## src/rtl/elfba_pkg.sv

```systemverilog
`timescale 1ns / 1ps

package elfba_pkg;

  localparam int unsigned MAX_BLOCKS = 255;
  localparam int unsigned LINK_AW    = $clog2(MAX_BLOCKS);
  localparam int unsigned CNT_W      = 8;
  localparam int unsigned OFF_W      = 16;
  localparam int unsigned BB_W       = 13;
  localparam int unsigned CB_W       = 16;
  localparam int unsigned CFG_DW     = 16;
  localparam int unsigned DIV_STEPS  = OFF_W;

  localparam logic [BB_W-1:0] BB_RESET = BB_W'(16);
  localparam logic [CB_W-1:0] CB_RESET = CB_W'(4096);

  localparam logic [1:0] ST_OK    = 2'd0;
  localparam logic [1:0] ST_EMPTY = 2'd1;
  localparam logic [1:0] ST_BAD   = 2'd2;

  localparam logic ACT_ACQUIRE = 1'b0;
  localparam logic ACT_RELEASE = 1'b1;

  localparam logic REG_BLOCK_BYTES = 1'b0;
  localparam logic REG_CHUNK_BYTES = 1'b1;

  typedef struct packed {
    logic             action;
    logic [OFF_W-1:0] release_offset;
  } in_t;

  typedef struct packed {
    logic [1:0]       status;
    logic [OFF_W-1:0] block_offset;
    logic [CNT_W-1:0] block_index;
    logic             chunk_unused;
    logic [CNT_W-1:0] free_count;
  } out_t;

  typedef struct packed {
    logic start;
    logic abort;
  } div_ctl_t;

endpackage

```

## src/rtl/elfba_div.sv

```systemverilog
`timescale 1ns / 1ps

module elfba_div (
  input  logic                             clk_i,
  input  logic                             rst_ni,
  input  elfba_pkg::div_ctl_t              ctl_i,
  input  logic [elfba_pkg::OFF_W-1:0]      dividend_i,
  input  logic [elfba_pkg::BB_W-1:0]       divisor_i,
  output logic                             done_o,
  output logic [elfba_pkg::OFF_W-1:0]      quot_o,
  output logic [elfba_pkg::BB_W-1:0]       rem_o
);

  localparam int unsigned CW = $clog2(elfba_pkg::DIV_STEPS);

  logic                          run_q;
  logic                          done_q;
  logic [CW-1:0]                 cnt_q;
  logic [elfba_pkg::OFF_W-1:0]   quot_q;
  logic [elfba_pkg::BB_W-1:0]    rem_q;
  logic [elfba_pkg::BB_W:0]      shifted;
  logic [elfba_pkg::BB_W+1:0]    diff;
  logic                          borrow;

  // one restoring step: shift in the next dividend bit, try to subtract
  assign shifted = {rem_q, quot_q[elfba_pkg::OFF_W-1]};
  assign diff    = {1'b0, shifted} - {2'b00, divisor_i};
  assign borrow  = diff[elfba_pkg::BB_W+1];

  always_ff @(posedge clk_i or negedge rst_ni) begin
    if (!rst_ni) begin
      run_q  <= 1'b0;
      done_q <= 1'b0;
      cnt_q  <= '0;
    end else begin
      if (ctl_i.abort) begin
        run_q  <= 1'b0;
        done_q <= 1'b0;
      end else if (ctl_i.start) begin
        run_q  <= 1'b1;
        done_q <= 1'b0;
        cnt_q  <= '0;
      end else if (run_q) begin
        cnt_q  <= cnt_q + CW'(1);
        run_q  <= (cnt_q != CW'(elfba_pkg::DIV_STEPS - 1));
        done_q <= (cnt_q == CW'(elfba_pkg::DIV_STEPS - 1));
      end else begin
        done_q <= 1'b0;
      end
    end
  end

  always_ff @(posedge clk_i) begin
    if (ctl_i.start) begin
      quot_q <= dividend_i;
      rem_q  <= '0;
    end else if (run_q) begin
      rem_q  <= borrow ? shifted[elfba_pkg::BB_W-1:0] : diff[elfba_pkg::BB_W-1:0];
      quot_q <= {quot_q[elfba_pkg::OFF_W-2:0], ~borrow};
    end
  end

  assign done_o = done_q;
  assign quot_o = quot_q;
  assign rem_o  = rem_q;

endmodule

```

## src/rtl/elfba_links.sv

```systemverilog
`timescale 1ns / 1ps

module elfba_links (
  input  logic                               clk_i,
  input  logic                               rst_ni,
  input  logic                               clr_i,
  input  logic                               rd_en_i,
  input  logic [elfba_pkg::LINK_AW-1:0]      rd_addr_i,
  output logic [elfba_pkg::LINK_AW-1:0]      rd_data_o,
  input  logic                               wr_en_i,
  input  logic [elfba_pkg::LINK_AW-1:0]      wr_addr_i,
  input  logic [elfba_pkg::LINK_AW-1:0]      wr_data_i
);

  logic [elfba_pkg::LINK_AW-1:0] mem [elfba_pkg::MAX_BLOCKS];
  logic [elfba_pkg::MAX_BLOCKS-1:0] vld_q;
  logic [elfba_pkg::LINK_AW-1:0] rd_word_q;
  logic [elfba_pkg::LINK_AW-1:0] rd_addr_q;
  logic                          rd_vld_q;

  always_ff @(posedge clk_i or negedge rst_ni) begin
    if (!rst_ni) begin
      vld_q <= '0;
    end else if (clr_i) begin
      vld_q <= '0;
    end else if (wr_en_i) begin
      vld_q[wr_addr_i] <= 1'b1;
    end
  end

  always_ff @(posedge clk_i) begin
    if (wr_en_i) begin
      mem[wr_addr_i] <= wr_data_i;
    end
    if (rd_en_i) begin
      rd_word_q <= mem[rd_addr_i];
      rd_vld_q  <= vld_q[rd_addr_i] & ~clr_i;
      rd_addr_q <= rd_addr_i;
    end
  end

  // an entry never written since format still points at its neighbor
  assign rd_data_o = rd_vld_q ? rd_word_q : rd_addr_q + elfba_pkg::LINK_AW'(1);

endmodule

```

## src/rtl/embedded_free_list_block_allocator.sv

```systemverilog
`timescale 1ns / 1ps
// channel   direction  handshake                 word
// command   in         start_i, busy_o           cmd_i   (action, release_offset)
// result    out        done_o, one-cycle strobe  res_o   (status .. free_count)
// config    in         cfg_we_i, cfg_idx_i       cfg_data_i
//
// Acquire: link memory read registered on acceptance, then the pop in S_LOOK.
// Release: the result waits on the 16-step shared divider for offset/block size.
// An empty-chunk acquire, or a release rejected before dividing, answers from idle.
// After reset and after every configuration write the block is busy while the same
// divider finds the block count (not for zero block size); links reformat at once.
// Results cannot be held off; busy_o stays high while an item is at work.

module embedded_free_list_block_allocator (
  input  logic                               clk_i,
  input  logic                               rst_ni,
  input  logic                               start_i,
  output logic                               busy_o,
  input  elfba_pkg::in_t                     cmd_i,
  output logic                               done_o,
  output elfba_pkg::out_t                    res_o,
  input  logic                               cfg_we_i,
  input  logic                               cfg_idx_i,
  input  logic [elfba_pkg::CFG_DW-1:0]       cfg_data_i
);

  typedef enum logic [2:0] {
    S_FORMAT,
    S_COUNT,
    S_IDLE,
    S_LOOK,
    S_DIV
  } state_e;

  state_e                         state_q;
  logic [elfba_pkg::BB_W-1:0]     block_bytes_q;
  logic [elfba_pkg::CB_W-1:0]     chunk_bytes_q;
  logic [elfba_pkg::CNT_W-1:0]    count_q;
  logic [elfba_pkg::CNT_W-1:0]    free_q;
  logic [elfba_pkg::CNT_W-1:0]    used_q;
  logic [elfba_pkg::LINK_AW-1:0]  head_q;
  logic [elfba_pkg::OFF_W-1:0]    off_q;
  logic                           done_q;
  elfba_pkg::out_t                res_q;

  logic                           accept;
  logic                           acq_go;
  logic                           rel_go;
  elfba_pkg::div_ctl_t            div_ctl;
  logic [elfba_pkg::OFF_W-1:0]    div_dividend;
  logic                           div_done;
  logic [elfba_pkg::OFF_W-1:0]    div_quot;
  logic [elfba_pkg::BB_W-1:0]     div_rem;
  logic                           rel_ok;
  logic [elfba_pkg::LINK_AW-1:0]  link_rd;
  logic [elfba_pkg::BB_W+elfba_pkg::CNT_W-1:0] acq_prod;

  assign accept = start_i && (state_q == S_IDLE);
  assign acq_go = accept && (cmd_i.action == elfba_pkg::ACT_ACQUIRE) && (free_q != '0);
  assign rel_go = accept && (cmd_i.action == elfba_pkg::ACT_RELEASE) &&
                  (block_bytes_q != '0) && (used_q != '0);

  assign div_ctl.abort = cfg_we_i;
  assign div_ctl.start = rel_go || ((state_q == S_FORMAT) && (block_bytes_q != '0));
  assign div_dividend  = (state_q == S_FORMAT) ? chunk_bytes_q : cmd_i.release_offset;

  // offset is a block of this chunk: exact multiple and quotient below the count
  assign rel_ok = (div_rem == '0) &&
                  (div_quot < {{(elfba_pkg::OFF_W-elfba_pkg::CNT_W){1'b0}}, count_q});

  assign acq_prod = {{elfba_pkg::BB_W{1'b0}}, head_q} *
                    {{elfba_pkg::CNT_W{1'b0}}, block_bytes_q};

  elfba_div u_div (
    .clk_i      (clk_i),
    .rst_ni     (rst_ni),
    .ctl_i      (div_ctl),
    .dividend_i (div_dividend),
    .divisor_i  (block_bytes_q),
    .done_o     (div_done),
    .quot_o     (div_quot),
    .rem_o      (div_rem)
  );

  elfba_links u_links (
    .clk_i     (clk_i),
    .rst_ni    (rst_ni),
    .clr_i     (cfg_we_i),
    .rd_en_i   (acq_go),
    .rd_addr_i (head_q),
    .rd_data_o (link_rd),
    .wr_en_i   ((state_q == S_DIV) && div_done && rel_ok && !cfg_we_i),
    .wr_addr_i (div_quot[elfba_pkg::LINK_AW-1:0]),
    .wr_data_i (head_q)
  );

  always_ff @(posedge clk_i or negedge rst_ni) begin
    if (!rst_ni) begin
      state_q       <= S_FORMAT;
      block_bytes_q <= elfba_pkg::BB_RESET;
      chunk_bytes_q <= elfba_pkg::CB_RESET;
      count_q       <= '0;
      free_q        <= '0;
      used_q        <= '0;
      head_q        <= '0;
      off_q         <= '0;
      done_q        <= 1'b0;
      res_q         <= '0;
    end else begin
      if (cfg_we_i) begin
        if (cfg_idx_i == elfba_pkg::REG_BLOCK_BYTES) begin
          block_bytes_q <= cfg_data_i[elfba_pkg::BB_W-1:0];
        end else begin
          chunk_bytes_q <= cfg_data_i[elfba_pkg::CB_W-1:0];
        end
        done_q  <= 1'b0;
        state_q <= S_FORMAT;
        count_q <= '0;
        free_q  <= '0;
        used_q  <= '0;
        head_q  <= '0;
      end else begin
        case (state_q)
          S_FORMAT: begin
            done_q  <= 1'b0;
            state_q <= (block_bytes_q == '0) ? S_IDLE : S_COUNT;
          end
          S_COUNT: begin
            done_q <= 1'b0;
            if (div_done) begin
              // clamp the block count to what the 8-bit links can reach
              if (div_quot > elfba_pkg::OFF_W'(elfba_pkg::MAX_BLOCKS)) begin
                count_q <= elfba_pkg::CNT_W'(elfba_pkg::MAX_BLOCKS);
                free_q  <= elfba_pkg::CNT_W'(elfba_pkg::MAX_BLOCKS);
              end else begin
                count_q <= div_quot[elfba_pkg::CNT_W-1:0];
                free_q  <= div_quot[elfba_pkg::CNT_W-1:0];
              end
              state_q <= S_IDLE;
            end
          end
          S_IDLE: begin
            done_q <= accept && !acq_go && !rel_go;
            if (accept) begin
              off_q <= cmd_i.release_offset;
              if (acq_go) begin
                state_q <= S_LOOK;
              end else if (rel_go) begin
                state_q <= S_DIV;
              end else begin
                res_q <= {((cmd_i.action == elfba_pkg::ACT_ACQUIRE) ?
                           elfba_pkg::ST_EMPTY : elfba_pkg::ST_BAD),
                          {elfba_pkg::OFF_W{1'b0}}, {elfba_pkg::CNT_W{1'b0}}, 1'b0,
                          free_q};
              end
            end
          end
          S_LOOK: begin
            // pop the head
            head_q  <= link_rd;
            free_q  <= free_q - elfba_pkg::CNT_W'(1);
            used_q  <= used_q + elfba_pkg::CNT_W'(1);
            done_q  <= 1'b1;
            res_q   <= {elfba_pkg::ST_OK, acq_prod[elfba_pkg::OFF_W-1:0], head_q, 1'b0,
                        free_q - elfba_pkg::CNT_W'(1)};
            state_q <= S_IDLE;
          end
          S_DIV: begin
            done_q <= div_done;
            if (div_done) begin
              if (rel_ok) begin
                // push the released block
                head_q <= div_quot[elfba_pkg::LINK_AW-1:0];
                free_q <= free_q + elfba_pkg::CNT_W'(1);
                used_q <= used_q - elfba_pkg::CNT_W'(1);
                res_q  <= {elfba_pkg::ST_OK, off_q, div_quot[elfba_pkg::CNT_W-1:0],
                           (used_q == elfba_pkg::CNT_W'(1)),
                           free_q + elfba_pkg::CNT_W'(1)};
              end else begin
                res_q  <= {elfba_pkg::ST_BAD, {elfba_pkg::OFF_W{1'b0}},
                           {elfba_pkg::CNT_W{1'b0}}, 1'b0, free_q};
              end
              state_q <= S_IDLE;
            end
          end
          default: begin
            done_q  <= 1'b0;
            state_q <= S_FORMAT;
          end
        endcase
      end
    end
  end

  assign busy_o = (state_q != S_IDLE);
  assign done_o = done_q;
  assign res_o  = res_q;

  // every block is either free or in use
  assert property (@(posedge clk_i) disable iff (!rst_ni)
    (state_q == S_IDLE) |->
      (({1'b0, free_q} + {1'b0, used_q}) == {1'b0, count_q}))
    else $error("free and used blocks do not add up to the block count");

  assert property (@(posedge clk_i) disable iff (!rst_ni)
    (done_o && res_o.chunk_unused) |-> (res_o.free_count == count_q))
    else $error("chunk reported unused while blocks are missing");

  assert property (@(posedge clk_i) disable iff (!rst_ni)
    div_done |-> (state_q == S_COUNT || state_q == S_DIV))
    else $error("divider finished outside a divide state");

  assert property (@(posedge clk_i) disable iff (!rst_ni)
    (state_q == S_IDLE && block_bytes_q == '0) |-> (count_q == '0))
    else $error("zero block size left a nonzero block count");

endmodule

```

## config.mk

```make
export PLATFORM = sky130hd
export DESIGN_NAME = embedded_free_list_block_allocator
export DESIGN_NICKNAME = d
export VERILOG_FILES = /design/src/rtl/elfba_pkg.sv /design/src/rtl/elfba_div.sv /design/src/rtl/elfba_links.sv /design/src/rtl/embedded_free_list_block_allocator.sv
export SDC_FILE = /design/constraint.sdc
export NUM_CORES = 2
export LEC_CHECK = 0
export BUFFER_PORTS_ARGS = -buffer_cell sky130_fd_sc_hd__buf_2
export CORE_MARGIN = 1.5
export CORE_UTILIZATION = 48
export DETAILED_ROUTE_END_ITERATION = 7
export PLACE_DENSITY = 0.65
export SETUP_SLACK_MARGIN = 0.15
export SKIP_LAST_GASP = 1
export SLEW_MARGIN = 20
export SYNTH_ARGS = -nofsm -noshare
export SYNTH_HDL_FRONTEND = slang
export SYNTH_SLANG_ARGS = --single-unit
```

## constraint.sdc

```tcl
create_clock -name clk_i -period 12.1 [get_ports clk_i]
set_input_delay 2.42 -clock clk_i [delete_from_list [all_inputs] [get_ports clk_i]]
set_output_delay 2.42 -clock clk_i [all_outputs]
set_load 0.01 [all_outputs]
```

### Word level (Yosys, flattened, before mapping)

Memories as Yosys holds them, arrays and structs flattened. A register that Yosys moved wholly into a read port is not among the register bits.
Cells that the tools add are included.

| word-level totals | value |
|---|---|
| flip-flop bits (word level) | 415 |
| RAM bits | 2040 |
| input bits | 38 |
| output and inout port bits | 37 |
| memories | 1 |

| operators by class | value |
|---|---|
| add/sub/neg operators | 7 |
| multipliers | 1 |
| magnitude comparators | 5 |
| eq/ne operators | 18 |
| multiplexer cells | 53 |
| bitwise gates (word level) | 6 |
| reductions and logical operators | 41 |

Memories:

| name | depth | width | rd ports | clocked after Yosys merged registers in | wr ports | line | text |
|---|---|---|---|---|---|---|---|
| u_links.mem | 255 | 8 | 1 | 1 | 1 | elfba_links.sv:15 | `logic [elfba_pkg::LINK_AW-1:0] mem [elfba_pkg::MAX_BLOCKS];` |

Operator list:

| operator | count |
|---|---|
| 2-to-1 mux 255 bit | 2 |
| OR 255 bit | 1 |
| 2-to-1 mux 35 bit | 5 |
| 2-to-1 mux 8 bit | 14 |
| one-hot mux 35 bit (3 select lines) | 1 |
| 2-to-1 mux 16 bit | 3 |
| one-hot mux 8 bit (2 select lines) | 2 |
| zero test 13 bit | 2 |
| adder 8 x 1 -> 8 bit, second input constant | 3 |
| one-hot mux 8 bit (3 select lines) | 1 |
| < comparator 8 x 9 -> 1 bit, second input constant | 2 |
| > comparator 16 x 8 -> 1 bit, second input constant | 1 |
| < comparator 16 x 8 -> 1 bit | 1 |
| multiplier 8 x 13 -> 16 bit | 1 |
| nonzero test 8 bit | 2 |
| subtractor 8 x 1 -> 8 bit, second input constant | 2 |
| 2-to-1 mux 3 bit | 5 |
| subtractor 14 x 13 -> 15 bit | 1 |
| logical AND 1 bit | 14 |
| 2-to-1 mux 13 bit | 1 |
| nonzero test 13 bit | 1 |
| one-hot mux 3 bit (4 select lines) | 1 |
| 2-to-1 mux 1 bit | 11 |
| inequality test 3 x 2 -> 1 bit, second input constant | 3 |
| other kinds (30) | 51 |

### Depth between registers and ports, before layout

| logic depth | value |
|---|---|
| word-level depth | 10 |
| mapped depth | 23 |
| mapped depth without buffers | 18 |

### By module

Synthesis repeated with hierarchy kept, for this count alone.

| second synthesis, totals | value |
|---|---|
| cell total of the unflattened synthesis | 6010 |
| area total of the unflattened synthesis | 102116.7 sq um |

By module, submodules not included:

| module | instances | cells each | area an instance (sq um) | seq. area each (sq um) |
|---|---|---|---|---|
| elfba_links | 1 | 4832 | 90924.7 | 68150.4 |
| embedded_free_list_block_allocator | 1 | 944 | 8942.3 | 2905.3 |
| elfba_div | 1 | 234 | 2249.7 | 890.9 |

### Least setup slack after synthesis

OpenSTA, ideal clock, no wires.

| timing path | value |
|---|---|
| path kind | register to register |
| from | register head_q[3] (netlist bit) |
| to | register res_q (netlist bit res_o[31]) |
| arrival time | 8.821 ns |
| required time | 11.974 ns |
| path slack | 3.153 ns |
| stages on the path, launching flop included | 19 |
| period minus slack after synthesis | 8.947 ns |
| path through | dfrtp_1 clkinv_1 clkbuf_1 buf_6 clkbuf_1 nor2_1 fa_1 fa_1 fa_1 inv_1 fa_1 inv_1 ha_1 or3_1 o21ai_0 o211ai_1 a21oi_1 xnor2_1 a221o_1 |

| on the way | value |
|---|---|
| longest elaborated chain between the ends | 2 |

Ends and longest elaborated chain:

| element | line | text |
|---|---|---|
| start, declared | embedded_free_list_block_allocator.sv:41 | `logic [elfba_pkg::LINK_AW-1:0] head_q;` |
| start signal, assigned | embedded_free_list_block_allocator.sv:160 | `head_q <= link_rd;` |
| start signal, assigned | embedded_free_list_block_allocator.sv:173 | `head_q <= div_quot[elfba_pkg::LINK_AW-1:0];` |
| multiplier 8 x 13 -> 16 bit | embedded_free_list_block_allocator.sv:71 | `assign acq_prod = {{elfba_pkg::BB_W{1'b0}}, head_q} *` |
| one-hot mux 35 bit (3 select lines) | embedded_free_list_block_allocator.sv:123 | `case (state_q)` |
| end signal, assigned | embedded_free_list_block_allocator.sv:151 | `res_q <= {((cmd_i.action == elfba_pkg::ACT_ACQUIRE) ?` |
| end signal, assigned | embedded_free_list_block_allocator.sv:164 | `res_q <= {elfba_pkg::ST_OK, acq_prod[elfba_pkg::OFF_W-1:0], head_q, 1'b0,` |
| end signal, assigned | embedded_free_list_block_allocator.sv:176 | `res_q <= {elfba_pkg::ST_OK, off_q, div_quot[elfba_pkg::CNT_W-1:0],` |
| end, declared | embedded_free_list_block_allocator.sv:44 | `elfba_pkg::out_t res_q;` |

Every way passes these cells.
A chain may end at the register's enable or synchronous reset.

### Worst setup path in the final report

| timing path | value |
|---|---|
| from | register head_q[3] (netlist bit) |
| to | register res_q (netlist bit res_o[32]) |

Same word-level chain as after synthesis.

==> impl.org <==
** Timing
- The clock period could shrink to 5570 ps.
- Slew Limit Headroom :: 18.9%
- Clock skew :: 69.7 ps
- Max-slew violation count :: 0
- Setup repair after global routing left no endpoint under its margin.
- For the pin with the worst max-slew slack, the measured transition is 1220 ps.
- TNS Setup :: 0 ps
- Number of hold violations in the final report :: 0
- Dividing the final minimum period by the clock period gives 46.0%.
- Derived from the worst setup path, the maximum achievable clock frequency is 180 MHz.
- Setup violations remaining at the end of the flow were counted as 0.

** Setup path
- Depth of the worst register-to-register path :: 17
- The cell that appears most often on the critical path is sky130_fd_sc_hd__fa_1.
- STA puts the critical path data arrival time at 6350 ps.
- Cell-by-cell listing of the critical path :: inv_2 -> buf_4 -> nor2_1 -> fa_1 -> fa_1 -> inv_1 -> fa_1 -> fa_1 -> inv_1 -> ha_1 -> o21ai_0 -> nor2_1 -> o21ai_0 -> o221ai_1 -> a31oi_1 -> xnor2_1 -> a221o_1
- Cell family with the largest share of critical-path delay :: adder cells
- Number of gates on the worst path with buffers counted :: 17
- The worst register-to-register path has a setup slack of 6530 ps.
- Critical path fanouts, max :: 45
- Together, buffers and inverters on the worst path number 4.
- In this run the critical register-to-register path is launched from head_q[3].
- Slowest library cell on the worst path :: sky130_fd_sc_hd__dfrtp_4
- Crit end category :: register
- Startpoint types :: register
- CP max stage delay :: 740 ps
- The most critical setup path has its endpoint at res_o[32].
- By startpoint and endpoint, the worst setup path is classified as register to register.
- The endpoint identified for the worst register-to-register timing path is res_o[32].
- Data required time of the critical path :: 12880 ps
- Critical path startpoint :: head_q[3]

** Floorplan
- The floorplan step set the die width to 464 microns.
- Die Footprint :: 215000 sq um
- Measured along the y axis, the die boundary spans 464 microns.
- In this run the standard cell core region covers 210000 sq um.
- Top-level I/O count :: 75
- Row count :: 168
- Once the floorplan was initialized, standard cells occupied 48.4% of the core.

** Global route
- The first global-routing pass estimated 373 mm of wire.
- Pin count of the biggest net entering global routing :: 187
- The number of antenna violations at the first check in global routing came to 7.
- Via count of the first global-routing pass :: 52700
- For this run the aggregate overflow at the end of global routing stands at 0.
- Across every metal layer, demand over resource in global routing totals 23.7%.

** Logic synthesis
- The Yosys step of the flow raised 0 warnings.
- For this run, the register share of the synthesized area comes to 70.7%.
- Cell Area, Synth :: 102000 sq um
- In the synthesized netlist the dominant register cell turns out to be sky130_fd_sc_hd__edfxtp_1.
- The number of nets handed over by synthesis was 5632.
- Synthesized area per cell :: 18.6 sq um
- Cell types with the largest area share after synthesis :: sky130_fd_sc_hd__edfxtp_1 61%, sky130_fd_sc_hd__mux4_2 13%, sky130_fd_sc_hd__dfrtp_1 9.2%
- Number of synthesized register bits :: 2463
- sky130_fd_sc_hd__edfxtp_1 takes more of the synthesized area than any other cell.
- In this run, synthesis inferred 2073 flip-flops with an integrated enable.
- In this run the biggest area consumer among cell types represents 61.1% of the synthesized area.
- Count of distinct cell types in the synthesized netlist :: 82
- Synthesized instance count :: 5483
- Of all flip-flops after synthesis, the portion carrying an async set or reset was 15.3%.

** Route
- Vias after detailed routing :: 53400
- After detailed routing, the number of vias per cell comes to 6.25.
- For this block, the initial DRC count from the detailed router was 6447.
- Residual DRC :: 0
- Detailed Routing Iterations Pass 1 :: 8
- Total wire length after detailed routing :: 256 mm
- WL per Instance :: 29.9 microns
- DRT antenna net count :: 0

** Power and ir drop
- Dividing total power by cell area gives a power density of 168 nW/um^2.
- Peak supply drop :: 0.000151 V
- In this run the static leakage power is 38.0 nW.

** Clock tree
- Post-CTS timing repair inserted 0 buffers for setup.
- CTS tree :: yes
- Maximum level of the CTS H-tree :: 4
- CTS placed an instance of sky130_fd_sc_hd__clkbuf_16 at the clock tree root.
- Count of clock tree sinks :: 2463
- Counting the buffers created by CTS gives 239.
- Max Buffers Root-to-Sink :: 3
- CTS-repair resized insts :: 0
- Clock latency on the worst-skew pair, taken at its later pin, is 920 ps.
- Clock transition at path regs :: 60 ps
- Post-CTS Hold Buffers :: 0

** Placement
- Port-buffer cells :: 74
- Sum of net half-perimeters after detailed placement :: 154 mm
- Final estimated routing congestion in global placement :: 0.864
- The placed instances occupy a cell area of 104000 sq um.

** Cells and area
- Compared with the post-synthesis result, the final layout area differs by 10.7%.
- Most frequent standard cell in the layout excluding fill and tap cells :: sky130_fd_sc_hd__edfxtp_1
- Number of nets in the final layout :: 5688
- Fraction of layout instances using a drive strength above 1 :: 21.5%
- Summed area of non-filler cells in the final layout :: 113000 sq um
- The top cell types in the final layout, fill and taps aside, are 2073 x sky130_fd_sc_hd__edfxtp_1, 583 x sky130_fd_sc_hd__mux4_2, 437 x sky130_fd_sc_hd__nor2_1, 367 x sky130_fd_sc_hd__dfrtp_1, 242 x sky130_fd_sc_hd__clkbuf_16.
- For this run, the share of the core covered by cells in the final layout is 53.6%.

** Run status
- Status :: complete, no violations

** Min path
- The min-delay analysis places its worst path in the category register to register.

** Run
- Across the run, the number of max-cap violations was 0.
flip-flops by register name, summed over array words and instances (netlist names):
register           count
free_q                 8
u_div.cnt_q            4
u_div.quot_o          16
u_links.rd_addr_q      8
off_q                 16
done_o                 1
state_q                3
used_q                 8
u_div.rem_o           13
head_q                 8
u_links.vld_q        255
u_links.mem         2040
u_links.rd_word_q      8
u_div.run_q            1
res_o                 35
count_q                8
u_links.rd_vld_q       1
chunk_bytes_q         16
u_div.done_o           1
block_bytes_q         13
cell type report:
cell class	instances	area, sq um
Antenna cell	3	7.51
Clock buffer	308	6460
Clock inverter	135	1770
Fill cell	16300	97500
Inverter	112	435
Multi-Input combinational cell	2532	27200
Sequential cell	2463	72000
Tap cell	2805	3510
Timing Repair Buffer	191	1380
layer usage:
metal	part of all wire, %	vias up	global-route usage [%]
li1	-	22200	-
met1	42	28400	34.5
met2	47	2509	36.8
met3	8.5	360	4.61
met4	2.7	0	6.49
met5	0	-	0
through the flow:
stage	hold WS, ps	setup slack (ps)	power [mW]	cells
final	475	6530	18.9	8549
after global routing	492	6250	19.4	8548
after CTS	480	6510	19.0	8546
after detailed placement	466	5790	11.3	8103
after global placement	459	5890	11.3	8103
after floorplan	446	3150	10.6	5483
synth_stat cells (14+ instances only):
| library cell | instances |
|---|---|
| sky130_fd_sc_hd__a22oi_1 | 36 |
| sky130_fd_sc_hd__o21ai_0 | 105 |
| sky130_fd_sc_hd__mux2_2 | 43 |
| sky130_fd_sc_hd__o22ai_1 | 44 |
| sky130_fd_sc_hd__nor4_1 | 15 |
| sky130_fd_sc_hd__ha_1 | 52 |
| sky130_fd_sc_hd__and3_1 | 24 |
| sky130_fd_sc_hd__nor2_1 | 438 |
| sky130_fd_sc_hd__a21o_1 | 68 |
| sky130_fd_sc_hd__buf_6 | 44 |
| sky130_fd_sc_hd__a211oi_1 | 30 |
| sky130_fd_sc_hd__clkbuf_1 | 187 |
| sky130_fd_sc_hd__inv_1 | 109 |
| sky130_fd_sc_hd__nor2b_1 | 18 |
| sky130_fd_sc_hd__xor2_1 | 16 |
| sky130_fd_sc_hd__mux4_2 | 583 |
| sky130_fd_sc_hd__buf_12 | 14 |
| sky130_fd_sc_hd__buf_2 | 66 |
| sky130_fd_sc_hd__buf_1 | 15 |
| sky130_fd_sc_hd__fa_1 | 59 |
| sky130_fd_sc_hd__o221ai_1 | 18 |
| sky130_fd_sc_hd__a221oi_1 | 37 |
| sky130_fd_sc_hd__nand3_1 | 59 |
| sky130_fd_sc_hd__nor3_1 | 37 |
| sky130_fd_sc_hd__mux4_1 | 44 |
| sky130_fd_sc_hd__and2_1 | 45 |
| sky130_fd_sc_hd__mux2i_1 | 84 |
| sky130_fd_sc_hd__o211ai_1 | 17 |
| sky130_fd_sc_hd__nand2_1 | 209 |
| sky130_fd_sc_hd__xnor2_1 | 28 |
| sky130_fd_sc_hd__a31oi_1 | 20 |
| sky130_fd_sc_hd__a21oi_1 | 75 |
| sky130_fd_sc_hd__dfrtp_1 | 375 |
| sky130_fd_sc_hd__buf_4 | 27 |
| sky130_fd_sc_hd__o2bb2ai_1 | 192 |
| sky130_fd_sc_hd__edfxtp_1 | 2073 |
how the worst min path moves through the flow:
stage                             from                 end  slack [ps]  cells after the start
finish                       res_o[17]           res_o[17]         480                      2
global route         u_links.vld_q[50]   u_links.vld_q[50]         490                      1
CTS                 u_links.vld_q[131]  u_links.vld_q[131]         480                      1
detailed placement  u_links.vld_q[198]  u_links.vld_q[198]         470                      1
global placement    u_links.vld_q[197]  u_links.vld_q[197]         460                      1
floorplan           u_links.vld_q[128]  u_links.vld_q[128]         450                      1
power breakdown:
part	switching [mW]	internal [mW]
Combinational	1.13	0.509
Sequential	0.135	9.38
Clock	3.25	4.49
Total	4.52	14.4
cell families after synthesis:
group	share of synthesized area (%)
adders and majority gates	1.80
DFF	70.7
AOI/OAI and AO/OA	5.16
and+or+nand+nor	3.94
buffers and inverters	2.73
xor gates and xnor gates	0.379
muxes	15.3
worst register-to-register path, delay by kind of cell, from the launching register on:
family,cells,cell delay (ps)
DFF,1,740
and+or+nand+nor,2,360
xor gates and xnor gates,1,210
AOI/OAI and AO/OA,5,1040
adders and majority gates,5,2250
buffers and inverters,4,850
Note: power is estimated with default switching activity, not from simulation.
